### config.mk
export PLATFORM = sky130hd
export DESIGN_NAME = block_transfer_sequencer
export DESIGN_NICKNAME = d
export VERILOG_FILES = /design/src/rtl/bts_pkg.sv /design/src/rtl/bts_front.sv /design/src/rtl/bts_cmd_fifo.sv /design/src/rtl/bts_back.sv /design/src/rtl/block_transfer_sequencer.sv
export VERILOG_INCLUDE_DIRS = /design/src /design/src/rtl
export SDC_FILE = /design/constraint.sdc
export NUM_CORES = 1
export LEC_CHECK = 0
export ABC_CLOCK_PERIOD_IN_PS = 8400
export BUFFER_PORTS_ARGS = -buffer_cell sky130_fd_sc_hd__clkbuf_2
export CORE_UTILIZATION = 60
export DETAILED_ROUTE_END_ITERATION = 16
export GPL_TIMING_DRIVEN = 0
export MAX_ROUTING_LAYER = met4
export PLACE_DENSITY = 0.77
export SYNTH_ARGS = -nofsm -noshare
export SYNTH_HDL_FRONTEND = slang
export SYNTH_SLANG_ARGS = --single-unit
### constraint.sdc
create_clock -name clock -period 8.4 [get_ports clock]
set_input_delay 0 -clock clock [delete_from_list [all_inputs] [get_ports clock]]
set_output_delay 0 -clock clock [all_outputs]
set_load 0.05 [all_outputs]
### src/rtl/block_transfer_sequencer_macros.svh
// ----------------------------------------------------------------------------
// Block transfer sequencer assertion macros
// Shared concurrent assertion forms used by the sequencer modules.
// ----------------------------------------------------------------------------
`ifndef BLOCK_TRANSFER_SEQUENCER_MACROS_SVH
`define BLOCK_TRANSFER_SEQUENCER_MACROS_SVH

// Consequent must hold in the same cycle as the antecedent.
`define BTS_ASSERT_NOW(label, clk, rst, ante, cons) \
   label: assert property (@(posedge clk) disable iff (rst) (ante) |-> (cons)) \
      else $error("block transfer sequencer: assertion failed");

// Consequent must hold in the cycle after the antecedent.
`define BTS_ASSERT_NEXT(label, clk, rst, ante, cons) \
   label: assert property (@(posedge clk) disable iff (rst) (ante) |=> (cons)) \
      else $error("block transfer sequencer: assertion failed");

`endif

### src/rtl/bts_pkg.sv
// ----------------------------------------------------------------------------
// Block transfer sequencer package
// Shared constants, command and result types for the sequencer modules.
// ----------------------------------------------------------------------------
package bts_pkg;

   // Command queue geometry.
   localparam int CMD_DEPTH = 2;
   localparam int CMD_PTR_W = (CMD_DEPTH > 1) ? $clog2(CMD_DEPTH) : 1;
   localparam int CMD_CNT_W = $clog2(CMD_DEPTH + 1);

   // Processor mode codes.
   localparam logic [4:0] MODE_USR = 5'h10;
   localparam logic [4:0] MODE_FIQ = 5'h11;
   localparam logic [4:0] MODE_SYS = 5'h1F;

   // Register numbers.
   localparam logic [3:0] REG_PC       = 4'd15;
   localparam logic [3:0] REG_FIQ_LOW  = 4'd8;
   localparam logic [3:0] REG_BANK_LOW = 4'd13;

   // Core selection.
   localparam logic CORE_ARM9 = 1'b0;
   localparam logic CORE_ARM7 = 1'b1;

   // Opcode.
   localparam logic OP_STORE = 1'b0;
   localparam logic OP_LOAD  = 1'b1;

   // Store data source codes.
   localparam logic [1:0] SRC_REG  = 2'd0;
   localparam logic [1:0] SRC_BASE = 2'd1;
   localparam logic [1:0] SRC_ADDR = 2'd2;

   // Span of an empty list and the list that stands in for it.
   localparam logic [6:0]  EMPTY_SPAN    = 7'h40;
   localparam logic [6:0]  WORD_STEP     = 7'd4;
   localparam logic [15:0] PC_ONLY_LIST  = 16'h8000;

   // Back end sequencer states.
   typedef enum logic {
      BTS_IDLE,
      BTS_RUN
   } seq_state_type;

   // One classified instruction, as queued between front and back.
   typedef struct packed {
      logic        load;
      logic        arm7;
      logic        empty;
      logic        sb;
      logic        banked;
      logic        load_user;
      logic        base_lowest;
      logic        wb_en;
      logic [3:0]  bidx;
      logic [15:0] list;
      logic [31:0] first_addr;
      logic [31:0] wb_value;
   } cmd_type;

   // One result item.
   typedef struct packed {
      logic        transfer_valid;
      logic [31:0] address;
      logic [3:0]  reg_index;
      logic        sequential;
      logic        user_bank;
      logic [1:0]  store_source;
      logic        pc_plus_four;
      logic        pc_clear_bit0;
      logic        restore_status;
      logic        wb_enable;
      logic [31:0] wb_value;
      logic        last;
   } rsp_type;

endpackage

### src/rtl/bts_front.sv
// ----------------------------------------------------------------------------
// Block transfer sequencer front end
// Accepts instruction beats, holds the core selection register and
// classifies each instruction into a command for the queue.
// ----------------------------------------------------------------------------
module bts_front (
   input  logic             clock,
   input  logic             reset,
   input  logic             csr_valid,
   output logic             csr_ready,
   input  logic             csr_data,
   input  logic             req_tvalid,
   output logic             req_tready,
   // reg_list[15:0], base_index[19:16], base_value[51:20], pre_index[52],
   // up_dir[53], write_back[54], s_bit[55], cpu_mode[60:56], zero[63:61]
   input  logic [63:0]      req_tdata,
   // opcode[0]
   input  logic [0:0]       req_tuser,
   output logic             cmd_valid,
   input  logic             cmd_ready,
   output bts_pkg::cmd_type cmd
);
   import bts_pkg::*;

   logic        core_kind_ff;
   logic        core_kind_in;
   logic        load;
   logic [15:0] list;
   logic [3:0]  bidx;
   logic [31:0] base;
   logic        pre;
   logic        up;
   logic        wb;
   logic        sb;
   logic [4:0]  mode;
   logic        arm7;
   logic        empty;
   logic [2:0]  nib_cnt [4];
   logic [4:0]  count;
   logic [6:0]  span;
   logic [6:0]  desc_off;
   logic [31:0] asc_first;
   logic [31:0] desc_first;
   logic [15:0] base_onehot;
   logic [15:0] below_mask;
   logic [15:0] above_mask;
   logic        base_listed;
   logic        only_base;
   logic        higher_listed;
   logic        banked;
   logic        wb_en;

   // Core selection register.
   always_comb begin
      core_kind_in = core_kind_ff;
      if (csr_valid && csr_ready) begin
         core_kind_in = csr_data;
      end
   end

   always_ff @(posedge clock) begin
      if (reset) begin
         core_kind_ff <= CORE_ARM9;
      end else begin
         core_kind_ff <= core_kind_in;
      end
   end

   assign csr_ready = 1'b1;

   // Field unpacking.
   assign load = req_tuser[0];
   assign list = req_tdata[15:0];
   assign bidx = req_tdata[19:16];
   assign base = req_tdata[51:20];
   assign pre  = req_tdata[52];
   assign up   = req_tdata[53];
   assign wb   = req_tdata[54];
   assign sb   = req_tdata[55];
   assign mode = req_tdata[60:56];
   assign arm7 = (core_kind_ff == CORE_ARM7);
   assign empty = (list == 16'd0);

   // Register count as a sum of nibble counts.
   always_comb begin
      for (int n = 0; n < 4; n++) begin
         nib_cnt[n] = 3'(list[4*n]) + 3'(list[4*n+1]) + 3'(list[4*n+2])
                    + 3'(list[4*n+3]);
      end
      count = 5'(nib_cnt[0]) + 5'(nib_cnt[1]) + 5'(nib_cnt[2]) + 5'(nib_cnt[3]);
   end

   // Byte span of the transfer; an empty list covers sixteen words.
   assign span = empty ? EMPTY_SPAN : {count, 2'b00};

   // First access address. Ascending steps once when pre-indexed; descending
   // starts at base - span and steps once when post-indexed.
   assign desc_off   = pre ? span : (span - WORD_STEP);
   assign asc_first  = base + {29'd0, pre, 2'b00};
   assign desc_first = base - {25'd0, desc_off};

   // Position of the base register within the list.
   assign base_onehot   = 16'd1 << bidx;
   assign below_mask    = base_onehot - 16'd1;
   assign above_mask    = ~(below_mask | base_onehot);
   assign base_listed   = |(list & base_onehot);
   assign only_base     = ((list & ~base_onehot) == 16'd0);
   assign higher_listed = |(list & above_mask);

   // A base that lives in a banked register is stored from the user bank.
   always_comb begin
      banked = 1'b0;
      if (sb) begin
         if (mode == MODE_FIQ) begin
            banked = (bidx >= REG_FIQ_LOW) && (bidx != REG_PC);
         end else if ((mode != MODE_USR) && (mode != MODE_SYS)) begin
            banked = (bidx >= REG_BANK_LOW) && (bidx != REG_PC);
         end
      end
   end

   // Writeback rule for a load that also loads the base.
   always_comb begin
      wb_en = wb;
      if (!empty && (load == OP_LOAD) && wb && base_listed) begin
         wb_en = arm7 ? 1'b0 : (only_base || higher_listed);
      end
   end

   // Command assembly.
   always_comb begin
      cmd.load        = load;
      cmd.arm7        = arm7;
      cmd.empty       = empty;
      cmd.sb          = sb;
      cmd.banked      = banked;
      cmd.load_user   = sb && !list[15];
      cmd.base_lowest = ((list & below_mask) == 16'd0);
      cmd.wb_en       = wb_en;
      cmd.bidx        = bidx;
      cmd.list        = empty ? PC_ONLY_LIST : list;
      cmd.first_addr  = up ? asc_first : desc_first;
      cmd.wb_value    = up ? (base + {25'd0, span}) : (base - {25'd0, span});
   end

   assign cmd_valid  = req_tvalid;
   assign req_tready = cmd_ready;

endmodule

### src/rtl/bts_cmd_fifo.sv
// ----------------------------------------------------------------------------
// Block transfer sequencer command queue
// Short queue of classified commands between the front and back ends.
// ----------------------------------------------------------------------------
`include "block_transfer_sequencer_macros.svh"

module bts_cmd_fifo (
   input  logic             clock,
   input  logic             reset,
   input  logic             in_valid,
   output logic             in_ready,
   input  bts_pkg::cmd_type in_cmd,
   output logic             out_valid,
   input  logic             out_ready,
   output bts_pkg::cmd_type out_cmd
);
   import bts_pkg::*;

   cmd_type                entries_ff [CMD_DEPTH];
   logic [CMD_PTR_W-1:0]   wr_ptr_ff;
   logic [CMD_PTR_W-1:0]   wr_ptr_in;
   logic [CMD_PTR_W-1:0]   rd_ptr_ff;
   logic [CMD_PTR_W-1:0]   rd_ptr_in;
   logic [CMD_CNT_W-1:0]   count_ff;
   logic [CMD_CNT_W-1:0]   count_in;
   logic                   push;
   logic                   pop;

   assign in_ready  = (count_ff != CMD_CNT_W'(CMD_DEPTH));
   assign out_valid = (count_ff != '0);
   assign push      = in_valid && in_ready;
   assign pop       = out_valid && out_ready;
   assign out_cmd   = entries_ff[rd_ptr_ff];

   // Pointer and occupancy update.
   always_comb begin
      wr_ptr_in = wr_ptr_ff;
      rd_ptr_in = rd_ptr_ff;
      count_in  = count_ff;
      if (push) begin
         wr_ptr_in = (wr_ptr_ff == CMD_PTR_W'(CMD_DEPTH - 1)) ? '0
                                                              : wr_ptr_ff + 1'b1;
      end
      if (pop) begin
         rd_ptr_in = (rd_ptr_ff == CMD_PTR_W'(CMD_DEPTH - 1)) ? '0
                                                              : rd_ptr_ff + 1'b1;
      end
      if (push && !pop) begin
         count_in = count_ff + 1'b1;
      end else if (pop && !push) begin
         count_in = count_ff - 1'b1;
      end
   end

   always_ff @(posedge clock) begin
      if (reset) begin
         wr_ptr_ff <= '0;
         rd_ptr_ff <= '0;
         count_ff  <= '0;
      end else begin
         wr_ptr_ff <= wr_ptr_in;
         rd_ptr_ff <= rd_ptr_in;
         count_ff  <= count_in;
      end
   end

   // Entry storage.
   always_ff @(posedge clock) begin
      if (push) begin
         entries_ff[wr_ptr_ff] <= in_cmd;
      end
   end

   // Occupancy never exceeds the queue depth.
   `BTS_ASSERT_NOW(a_count_bound, clock, reset, 1'b1, count_ff <= CMD_CNT_W'(CMD_DEPTH))
   // A push without a pop grows the queue by exactly one entry.
   `BTS_ASSERT_NEXT(a_push_grows, clock, reset, push && !pop, count_ff == CMD_CNT_W'($past(count_ff) + 1'b1))
   // A pop without a push shrinks the queue by exactly one entry.
   `BTS_ASSERT_NEXT(a_pop_shrinks, clock, reset, pop && !push, count_ff == CMD_CNT_W'($past(count_ff) - 1'b1))

endmodule

### src/rtl/bts_back.sv
// ----------------------------------------------------------------------------
// Block transfer sequencer back end
// Walks the register list of one command, one transfer per cycle while the result
// slot is free or being taken, and drives the registered result channel.
// ----------------------------------------------------------------------------
`include "block_transfer_sequencer_macros.svh"

module bts_back (
   input  logic             clock,
   input  logic             reset,
   input  logic             cmd_valid,
   output logic             cmd_ready,
   input  bts_pkg::cmd_type cmd,
   output logic             rsp_valid,
   input  logic             rsp_ready,
   output bts_pkg::rsp_type rsp
);
   import bts_pkg::*;

   seq_state_type state_ff;
   seq_state_type state_in;
   cmd_type       cur_ff;
   cmd_type       cur_in;
   logic [15:0]   mask_ff;
   logic [15:0]   mask_in;
   logic [31:0]   addr_ff;
   logic [31:0]   addr_in;
   logic          seq_ff;
   logic          seq_in;
   rsp_type       rsp_ff;
   rsp_type       rsp_in;
   logic          rsp_valid_ff;
   logic          rsp_valid_in;
   logic          load_cmd;
   logic          step;
   logic [15:0]   low_onehot;
   logic [15:0]   mask_rest;
   logic [3:0]    idx;
   logic          is_last;
   logic          is_pc;
   logic          is_base_store;

   // Next state.
   always_comb begin
      state_in = state_ff;
      case (state_ff)
         BTS_IDLE: begin
            if (cmd_valid) begin
               state_in = BTS_RUN;
            end
         end
         BTS_RUN: begin
            if (step && is_last) begin
               state_in = BTS_IDLE;
            end
         end
         default: begin
            state_in = BTS_IDLE;
         end
      endcase
   end

   // State outputs.
   always_comb begin
      load_cmd  = 1'b0;
      step      = 1'b0;
      cmd_ready = 1'b0;
      case (state_ff)
         BTS_IDLE: begin
            cmd_ready = 1'b1;
            load_cmd  = cmd_valid;
         end
         BTS_RUN: begin
            step = !rsp_valid_ff || rsp_ready;
         end
         default: begin
            cmd_ready = 1'b0;
         end
      endcase
   end

   // Lowest remaining register.
   assign low_onehot = mask_ff & (~mask_ff + 16'd1);
   assign mask_rest  = mask_ff & ~low_onehot;
   assign is_last    = (mask_rest == 16'd0);

   always_comb begin
      idx = 4'd0;
      for (int i = 0; i < 16; i++) begin
         idx = idx | ({4{low_onehot[i]}} & 4'(i));
      end
   end

   assign is_pc         = (idx == REG_PC);
   assign is_base_store = (idx == cur_ff.bidx) && !cur_ff.banked && !cur_ff.empty;

   // Result item for the current register.
   always_comb begin
      rsp_in                = '0;
      rsp_in.last           = is_last;
      rsp_in.wb_enable      = is_last && cur_ff.wb_en;
      rsp_in.wb_value       = (is_last && cur_ff.wb_en) ? cur_ff.wb_value : 32'd0;
      if (!(cur_ff.empty && !cur_ff.arm7)) begin
         rsp_in.transfer_valid = 1'b1;
         rsp_in.address        = addr_ff;
         rsp_in.reg_index      = idx;
         rsp_in.sequential     = seq_ff;
         if (cur_ff.load == OP_LOAD) begin
            if (is_pc) begin
               rsp_in.pc_clear_bit0  = cur_ff.arm7;
               rsp_in.restore_status = cur_ff.sb;
            end else begin
               rsp_in.user_bank = cur_ff.load_user;
            end
         end else if (is_base_store) begin
            rsp_in.store_source = (!cur_ff.arm7 || cur_ff.base_lowest) ? SRC_BASE
                                                                       : SRC_ADDR;
         end else begin
            rsp_in.store_source = SRC_REG;
            rsp_in.user_bank    = cur_ff.sb && !cur_ff.empty;
            rsp_in.pc_plus_four = is_pc && cur_ff.arm7;
         end
      end
   end

   // Sequencer registers.
   always_comb begin
      cur_in  = cur_ff;
      mask_in = mask_ff;
      addr_in = addr_ff;
      seq_in  = seq_ff;
      if (load_cmd) begin
         cur_in  = cmd;
         mask_in = cmd.list;
         addr_in = cmd.first_addr;
         seq_in  = 1'b0;
      end else if (step) begin
         mask_in = mask_rest;
         addr_in = addr_ff + 32'd4;
         seq_in  = 1'b1;
      end
   end

   // Output register.
   always_comb begin
      rsp_valid_in = rsp_valid_ff;
      if (step) begin
         rsp_valid_in = 1'b1;
      end else if (rsp_ready) begin
         rsp_valid_in = 1'b0;
      end
   end

   always_ff @(posedge clock) begin
      if (reset) begin
         state_ff     <= BTS_IDLE;
         mask_ff      <= 16'd0;
         rsp_valid_ff <= 1'b0;
      end else begin
         state_ff     <= state_in;
         mask_ff      <= mask_in;
         rsp_valid_ff <= rsp_valid_in;
      end
   end

   always_ff @(posedge clock) begin
      cur_ff  <= cur_in;
      addr_ff <= addr_in;
      seq_ff  <= seq_in;
      if (step) begin
         rsp_ff <= rsp_in;
      end
   end

   assign rsp_valid = rsp_valid_ff;
   assign rsp       = rsp_ff;

   // While running there is always a register left to transfer.
   `BTS_ASSERT_NOW(a_run_has_work, clock, reset, state_ff == BTS_RUN, mask_ff != 16'd0)
   // The final transfer of a command returns the sequencer to idle.
   `BTS_ASSERT_NEXT(a_last_to_idle, clock, reset, step && is_last, state_ff == BTS_IDLE)
   // Writeback is only ever reported on the final beat.
   `BTS_ASSERT_NOW(a_wb_on_last, clock, reset, rsp_valid_ff && !rsp_ff.last, !rsp_ff.wb_enable)

endmodule

### src/rtl/block_transfer_sequencer.sv
// ----------------------------------------------------------------------------
// Block transfer sequencer
// Expands one load or store multiple instruction into one transfer beat per
// listed register, with addresses, bank and store-source controls, and the
// base writeback on the final beat.
// ----------------------------------------------------------------------------
// Timing: a request beat goes into the two-entry command queue, then into the back
// end sequencer registers, which register each result beat. The back end moves one
// register per cycle unless the result slot is held by rsp_tready, walking one beat per
// listed register (one for an empty list), and takes the next command only when idle.
// Reset: synchronous; selects ARM9 rules, empties the queue and result slot.
// ----------------------------------------------------------------------------
module block_transfer_sequencer (
   input  logic        clock,
   input  logic        reset,
   // Configuration: core_kind[0]
   input  logic        csr_valid,
   output logic        csr_ready,
   input  logic        csr_data,
   // Instruction beats
   input  logic        req_tvalid,
   output logic        req_tready,
   // reg_list[15:0], base_index[19:16], base_value[51:20], pre_index[52],
   // up_dir[53], write_back[54], s_bit[55], cpu_mode[60:56], zero[63:61]
   input  logic [63:0] req_tdata,
   // opcode[0]
   input  logic [0:0]  req_tuser,
   // Transfer beats
   output logic        rsp_tvalid,
   input  logic        rsp_tready,
   // address[31:0], reg_index[35:32], sequential[36], user_bank[37],
   // store_source[39:38], pc_plus_four[40], pc_clear_bit0[41],
   // restore_status[42], wb_enable[43], wb_value[75:44], zero[79:76]
   output logic [79:0] rsp_tdata,
   // transfer_valid[0]
   output logic [0:0]  rsp_tuser,
   output logic        rsp_tlast
);
   import bts_pkg::*;

   cmd_type front_cmd;
   logic    front_valid;
   logic    front_ready;
   cmd_type queue_cmd;
   logic    queue_valid;
   logic    queue_ready;
   rsp_type rsp;

   // Accept and classify.
   bts_front u_front (
      .clock      (clock),
      .reset      (reset),
      .csr_valid  (csr_valid),
      .csr_ready  (csr_ready),
      .csr_data   (csr_data),
      .req_tvalid (req_tvalid),
      .req_tready (req_tready),
      .req_tdata  (req_tdata),
      .req_tuser  (req_tuser),
      .cmd_valid  (front_valid),
      .cmd_ready  (front_ready),
      .cmd        (front_cmd)
   );

   // Command queue between the two halves.
   bts_cmd_fifo u_queue (
      .clock     (clock),
      .reset     (reset),
      .in_valid  (front_valid),
      .in_ready  (front_ready),
      .in_cmd    (front_cmd),
      .out_valid (queue_valid),
      .out_ready (queue_ready),
      .out_cmd   (queue_cmd)
   );

   // Register walk and result channel.
   bts_back u_back (
      .clock     (clock),
      .reset     (reset),
      .cmd_valid (queue_valid),
      .cmd_ready (queue_ready),
      .cmd       (queue_cmd),
      .rsp_valid (rsp_tvalid),
      .rsp_ready (rsp_tready),
      .rsp       (rsp)
   );

   // Result beat packing.
   assign rsp_tdata = {4'd0, rsp.wb_value, rsp.wb_enable, rsp.restore_status,
                       rsp.pc_clear_bit0, rsp.pc_plus_four, rsp.store_source,
                       rsp.user_bank, rsp.sequential, rsp.reg_index, rsp.address};
   assign rsp_tuser = rsp.transfer_valid;
   assign rsp_tlast = rsp.last;

endmodule

# Word level (Yosys, flattened, before mapping)
# Memories as Yosys holds them, arrays and structs flattened. A register that Yosys moved wholly into a read port is not among the register bits.
# Index checks and enable logic that the tools add are counted.
[totals] regBits=178 latchBits=0 ram_bits=184 mem_bits_ro=0 inputBits=71 wordCells=180 memories=1
[classes] addsub=27 n_mul=0 div=0 order_cmp=2 eq_ne=7 shift=1 muxes=40 bitwise=29 n_reduce_logical=42
[memory_table] name="u_queue.entries_ff" depth=2 width=92 rd=1 rd_ports_with_merged_regs=1 wr=1 line="bts_cmd_fifo.sv:19" source="cmd_type entries_ff [CMD_DEPTH];"
[op_table] operator="32-bit two-way mux" n=4
[op_table] operator="16-bit bitwise AND" n=6
[op_table] operator="16-bit logical NOT" n=4
[op_table] operator="16-bit NOT" n=4
[op_table] operator="32-bit by 7-bit subtractor with 32-bit output" n=2
[op_table] operator="16-bit two-way mux" n=3
[op_table] operator="44-bit two-way mux" n=1
[op_table] operator="32-bit by 3-bit adder with 32-bit output" n=1
[op_table] operator="32-bit by 3-bit adder with 32-bit output (second input constant)" n=1
[op_table] operator="32-bit by 7-bit adder with 32-bit output" n=1
[op_table] operator="4-bit bitwise OR" n=8
[op_table] operator="16-bit OR reduction" n=2
[op_table] operator="3-bit by 1-bit adder with 3-bit output" n=8
[op_table] operator="1-bit two-way mux" n=22
[op_table] operator="1-bit logical AND" n=18
[op_table] operator="16-bit by 1-bit adder with 16-bit output (second input constant)" n=1
[op_table] operator="16-bit bitwise OR" n=1
[op_table] operator="4-bit by 3-bit bitwise OR with 4-bit output" n=4
[op_table] operator="1-bit by 4-bit << shifter with 16-bit output (first input constant)" n=1
[op_table] operator="16-bit by 1-bit subtractor with 16-bit output (second input constant)" n=1
[op_table] operator="7-bit two-way mux" n=2
[op_table] operator="2-bit two-way mux" n=6
[op_table] operator="5-bit by 3-bit adder with 5-bit output" n=2
[op_table] operator="5-bit inequality test (second input constant)" n=2
[op_table] operator="21 further kinds" n=43

# Longest topological paths before layout
[depth] depth_word=23 depth_mapped=29 depth_no_buf=29

# By module
# Synthesis repeated with hierarchy kept, for this count alone.
[unflattened] cells_unflattened=1585 area_unflattened_um2=19162.1
[by_module_without_submodules] mod="bts_back" n_inst=1 cells_per_inst=566 area_per_inst_um2=7290.7
[by_module_without_submodules] mod="bts_cmd_fifo" n_inst=1 cells_per_inst=310 area_per_inst_um2=6886.6
[by_module_without_submodules] mod="bts_front" n_inst=1 cells_per_inst=704 area_per_inst_um2=4951.0
[by_module_without_submodules] mod="block_transfer_sequencer" n_inst=1 cells_per_inst=5 area_per_inst_um2=33.8

# Worst setup path after synthesis
# OpenSTA, ideal clock, no wires.
[synth_path] kind="input to register" start="input port req_tdata[0]" end="memory u_queue.entries_ff[0][63] (netlist name), data pin" arrival_time_ns=5.994 setup_slack_ns=2.137 stages=29 path_cell_list="inv_1 -> ha_1 -> inv_1 -> fa_1 -> inv_1 -> ha_1 -> inv_1 -> fa_1 -> inv_1 -> fa_1 -> ha_1 -> fa_1 -> or2_2 -> o211ai_1 -> o21ai_0 -> nor2_1 -> and3_1 -> a21oi_1 -> ha_1 -> clkbuf_1 -> a21oi_1 -> o211ai_1 -> a221oi_1 -> o211a_1 -> o21ai_0 -> nor3b_1 -> a2111o_1 -> o31ai_1 -> xnor2_1"
[synth_rtl] item="start: declaration" line="block_transfer_sequencer.sv:25" source="input logic [63:0] req_tdata,"
[synth_rtl] item="end: declaration" line="bts_cmd_fifo.sv:19"

==> results.sh <==
export IMPL_status="finished clean"
export IMPL_synth_async_reset_ratio=0
export IMPL_fin_nets=1906
export IMPL_drc_errors=0
export IMPL_dieArea_um2=31400
export IMPL_grt_busiest_layer="met2"
export IMPL_ys_flop_type="edfxtp_1"
export IMPL_holdPathEnd="u_queue.entries_ff[0][3]"
export IMPL_grt_first_pass_wirelength_mm=65.9
export IMPL_yosys_area_top_type_share=0.545
export IMPL_drt_total_wl_mm=42.0
export IMPL_cts_sinks=359
export IMPL_layout_commonest_cell="edfxtp_1"
export IMPL_dp_cells=2044
export IMPL_rsz0062_at_grt="false"
export IMPL_gp_congestion=0.920
export IMPL_ys_warn_count=0
export IMPL_die_height_um=177
export IMPL_cap_violations=0
export IMPL_final_min_clock_period_ns=7.66
export IMPL_grt_max_degree=68
export IMPL_ir_worst_vdd_mv=0.304
export IMPL_drive_above_1_share=0.161
export IMPL_clock_path_buffers=3
export IMPL_p_sw_mw=3.80
export IMPL_ff2ff_path_depth=10
export IMPL_cts_clk_slew_worst_paths_ns=0.06
export IMPL_wire_per_inst_um=19.6
export IMPL_p_int_mw=5.58
export IMPL_hold_viol=0
export IMPL_postSynthAreaPerCell_um2=12.3
export IMPL_yosys_area_top_type="edfxtp_1"
export IMPL_power_mw=9.38
export IMPL_clk_latency_ns=0.53
export IMPL_clkPwrFrac=0.175
export IMPL_reg2reg_to="u_back.rsp[26]"
export IMPL_area_growth_synth_to_final_pct=15.9
export IMPL_setup_tns_ns=0
export IMPL_cp_required_ns=8.66
export IMPL_cts_tree="done"
export IMPL_hold_ws_ns=0.0144
export IMPL_leakagePower_nw=8.31
export IMPL_finalCoreUtilization=0.714
export IMPL_end_kind="register"
export IMPL_p_sw_frac=0.406
export IMPL_cts_resized=0
export IMPL_initial_core_util=0.616
export IMPL_worstHoldPathType="in -> reg"
export IMPL_antenna_found_initial=1
export IMPL_synth_edf_count=334
export IMPL_io_pins=156
export IMPL_hold_depth=2
export IMPL_rows=63
export IMPL_drt_vias_per_instance=5.93
export IMPL_cp_arrival_ns=7.92
export IMPL_grt_pass1_vias=12200
export IMPL_grt_usage=0.281
export IMPL_first_pass_iters=6
export IMPL_yosys_top_cells_area="edfxtp_1 (55%), ha_1 (6.7%), dfxtp_1 (2.7%)"
export IMPL_grt_met3_usage=0.0369
export IMPL_setup_viol=0
export IMPL_ys_types=72
export IMPL_grt_overflow=0
export IMPL_crit_start="req_tdata[5]"
export IMPL_use_met2=0.422
export IMPL_netlist_instances=1500
export IMPL_hpwl_mm=29.9
export IMPL_drtIter0Drc=1251
export IMPL_fmax_mhz=130
export IMPL_p_per_area_nw_per_um2=440
export IMPL_fp_dieW_um=177
export IMPL_mappedNetlistArea_um2=18400
export IMPL_hp_start="req_tdata[23]"
export IMPL_met1_usage=0.400
export IMPL_tightest_slew_ns=0.999
export IMPL_seqPwrFrac=0.361
export IMPL_skew_ns=0.0162
export IMPL_final_antenna_net_count=0
export IMPL_crit_type="in -> reg"
export IMPL_ys_seq_area_frac=0.572
export IMPL_via_count=12700
export IMPL_final_cell_mix="edfxtp_1 (334), clkbuf_2 (146), nor2_1 (102)"
export IMPL_power_frac_comb=0.465
export IMPL_core_um2=29900
export IMPL_slew_headroom=0.334
export IMPL_startpoint_type="input pin"
export IMPL_worstReg2RegStart="u_back.mask_ff[1]"
export IMPL_period_share=0.912
export IMPL_portBuffers=146
export IMPL_htreeDepth=2
export IMPL_critPathMaxFanout=8
export IMPL_critPathSlowestCell="a21oi_1"
export IMPL_critical_path_max_stage_delay_ns=0.62
export IMPL_synth_seq_cells=359
export IMPL_final_max_slew_viol_count=0
export IMPL_root_buffer="clkbuf_16"
export IMPL_r2r_setup_slack_ns=5.12
export IMPL_path_common_cell="inv_1"
export IMPL_cts_buffers=37
export IMPL_fin_cells=2145
==> power by group through the flow <==
| stage | clock network (mW) | logic [mW] | registers, mW |
|---|---|---|---|
| floorplan | 0 | 2.63 | 3.91 |
| global placement | 0 | 4.11 | 3.42 |
| detailed placement | 0 | 4.27 | 3.41 |
| CTS | 1.67 | 4.34 | 3.38 |
| global route | 1.73 | 4.75 | 3.45 |
| finish | 1.64 | 4.36 | 3.38 |
==> kinds of logic (layout without fill, tap and decap cells) <==
kind of cell / Yosys count / in the layout / share of synthesized area
buffers and inverters: 128 / 379 / 0.0289
multiplexers: 64 / 64 / 0.0378
flip-flops: 359 / 359 / 0.572
other: 2 / 6 / 0.000408
AND/OR/NAND/NOR: 413 / 413 / 0.118
XOR/XNOR: 100 / 100 / 0.0476
AO/OA/AOI/OAI: 322 / 322 / 0.115
adder cells (fa/ha/maj): 112 / 112 / 0.0803
==> per-stage QoR <==
| stage | instance area [um2] | setup WS, ns |
|---|---|---|
| detailed placement | 19800 | 0.958 |
| CTS | 21300 | 0.941 |
| global placement | 19600 | 1.00 |
| finish | 21300 | 0.736 |
| global route | 21300 | 0.349 |
| floorplan | 18400 | 2.14 |
==> metal layers <==
metal | up-vias | part of all wire
met5 | - | 0
met4 | 0 | 0.024
met3 | 73 | 0.062
met2 | 460 | 0.46
met1 | 6133 | 0.46
li1 | 6052 | -
==> worst max-delay path: cells and delay by family <==
kind                     cells  cell delay (ns)
AND/OR/NAND/NOR              3             0.52
adder cells (fa/ha/maj)      8             2.80
AO/OA/AOI/OAI               10             2.75
buffers and inverters        8             1.27
XOR/XNOR                     2             0.58
==> sequential cells by signal, summed over array words and instances (netlist names), named ones only <==
register and count:
u_back.addr_ff 32, u_back.cur_ff 44, u_back.mask_ff 16, u_back.rsp 78, u_back.rsp_valid 1, u_back.seq_ff 1
u_back.state_ff 1, u_front.arm7 1, u_queue.count_ff 2, u_queue.entries_ff 180, u_queue.rd_ptr_ff 1, u_queue.wr_ptr_ff 1
==> area by class of cell <==
cell class	instances	area, um2
buffer	63	288
inverter	65	246
fill	2099	8550
clock inverter	24	268
sequential	359	10500
tap	390	488
clock buffer	43	970
antenna	1	2.50
multi-input combinational	1016	7360
timing repair buffer	184	1180
==> Yosys cell counts, drive strengths merged (5+ instances only) <==
cell type	count
nand2	71
a211oi	42
and2	42
a221oi	11
a21oi	97
and4	9
a22o	6
nor2b	46
a22oi	6
or2	6
nand2b	14
nand3	28
o22a	5
o21a	8
o31ai	7
nand4	9
o21bai	7
ha	98
clkbuf	49
mux2	44
o211ai	8
edfxtp	334
o21ai	58
and3	46
a31oi	7
mux2i	20
buf	14
fa	11
inv	65
nor4	6
xor2	48
xnor2	52
a21o	28
dfxtp	25
nor3	17
nor2	103
==> worst max path at each step <==
stage	to	slack [ns]
detailed placement	u_queue.entries_ff[1][63]	0.96
CTS	u_queue.entries_ff[1][63]	0.94
global placement	u_queue.entries_ff[0][63]	1.00
floorplan	u_queue.entries_ff[0][63]	2.14
finish	u_queue.entries_ff[0][63]	0.74
global route	u_queue.entries_ff[0][63]	0.35
==> repair_timing <==
action                                 in CTS  in global routing
endpoints found under the hold margin      61                  0
buffers inserted                            0                  0
hold buffers                               33                  0
No activity file was read; power rests on OpenSTA's default activity.
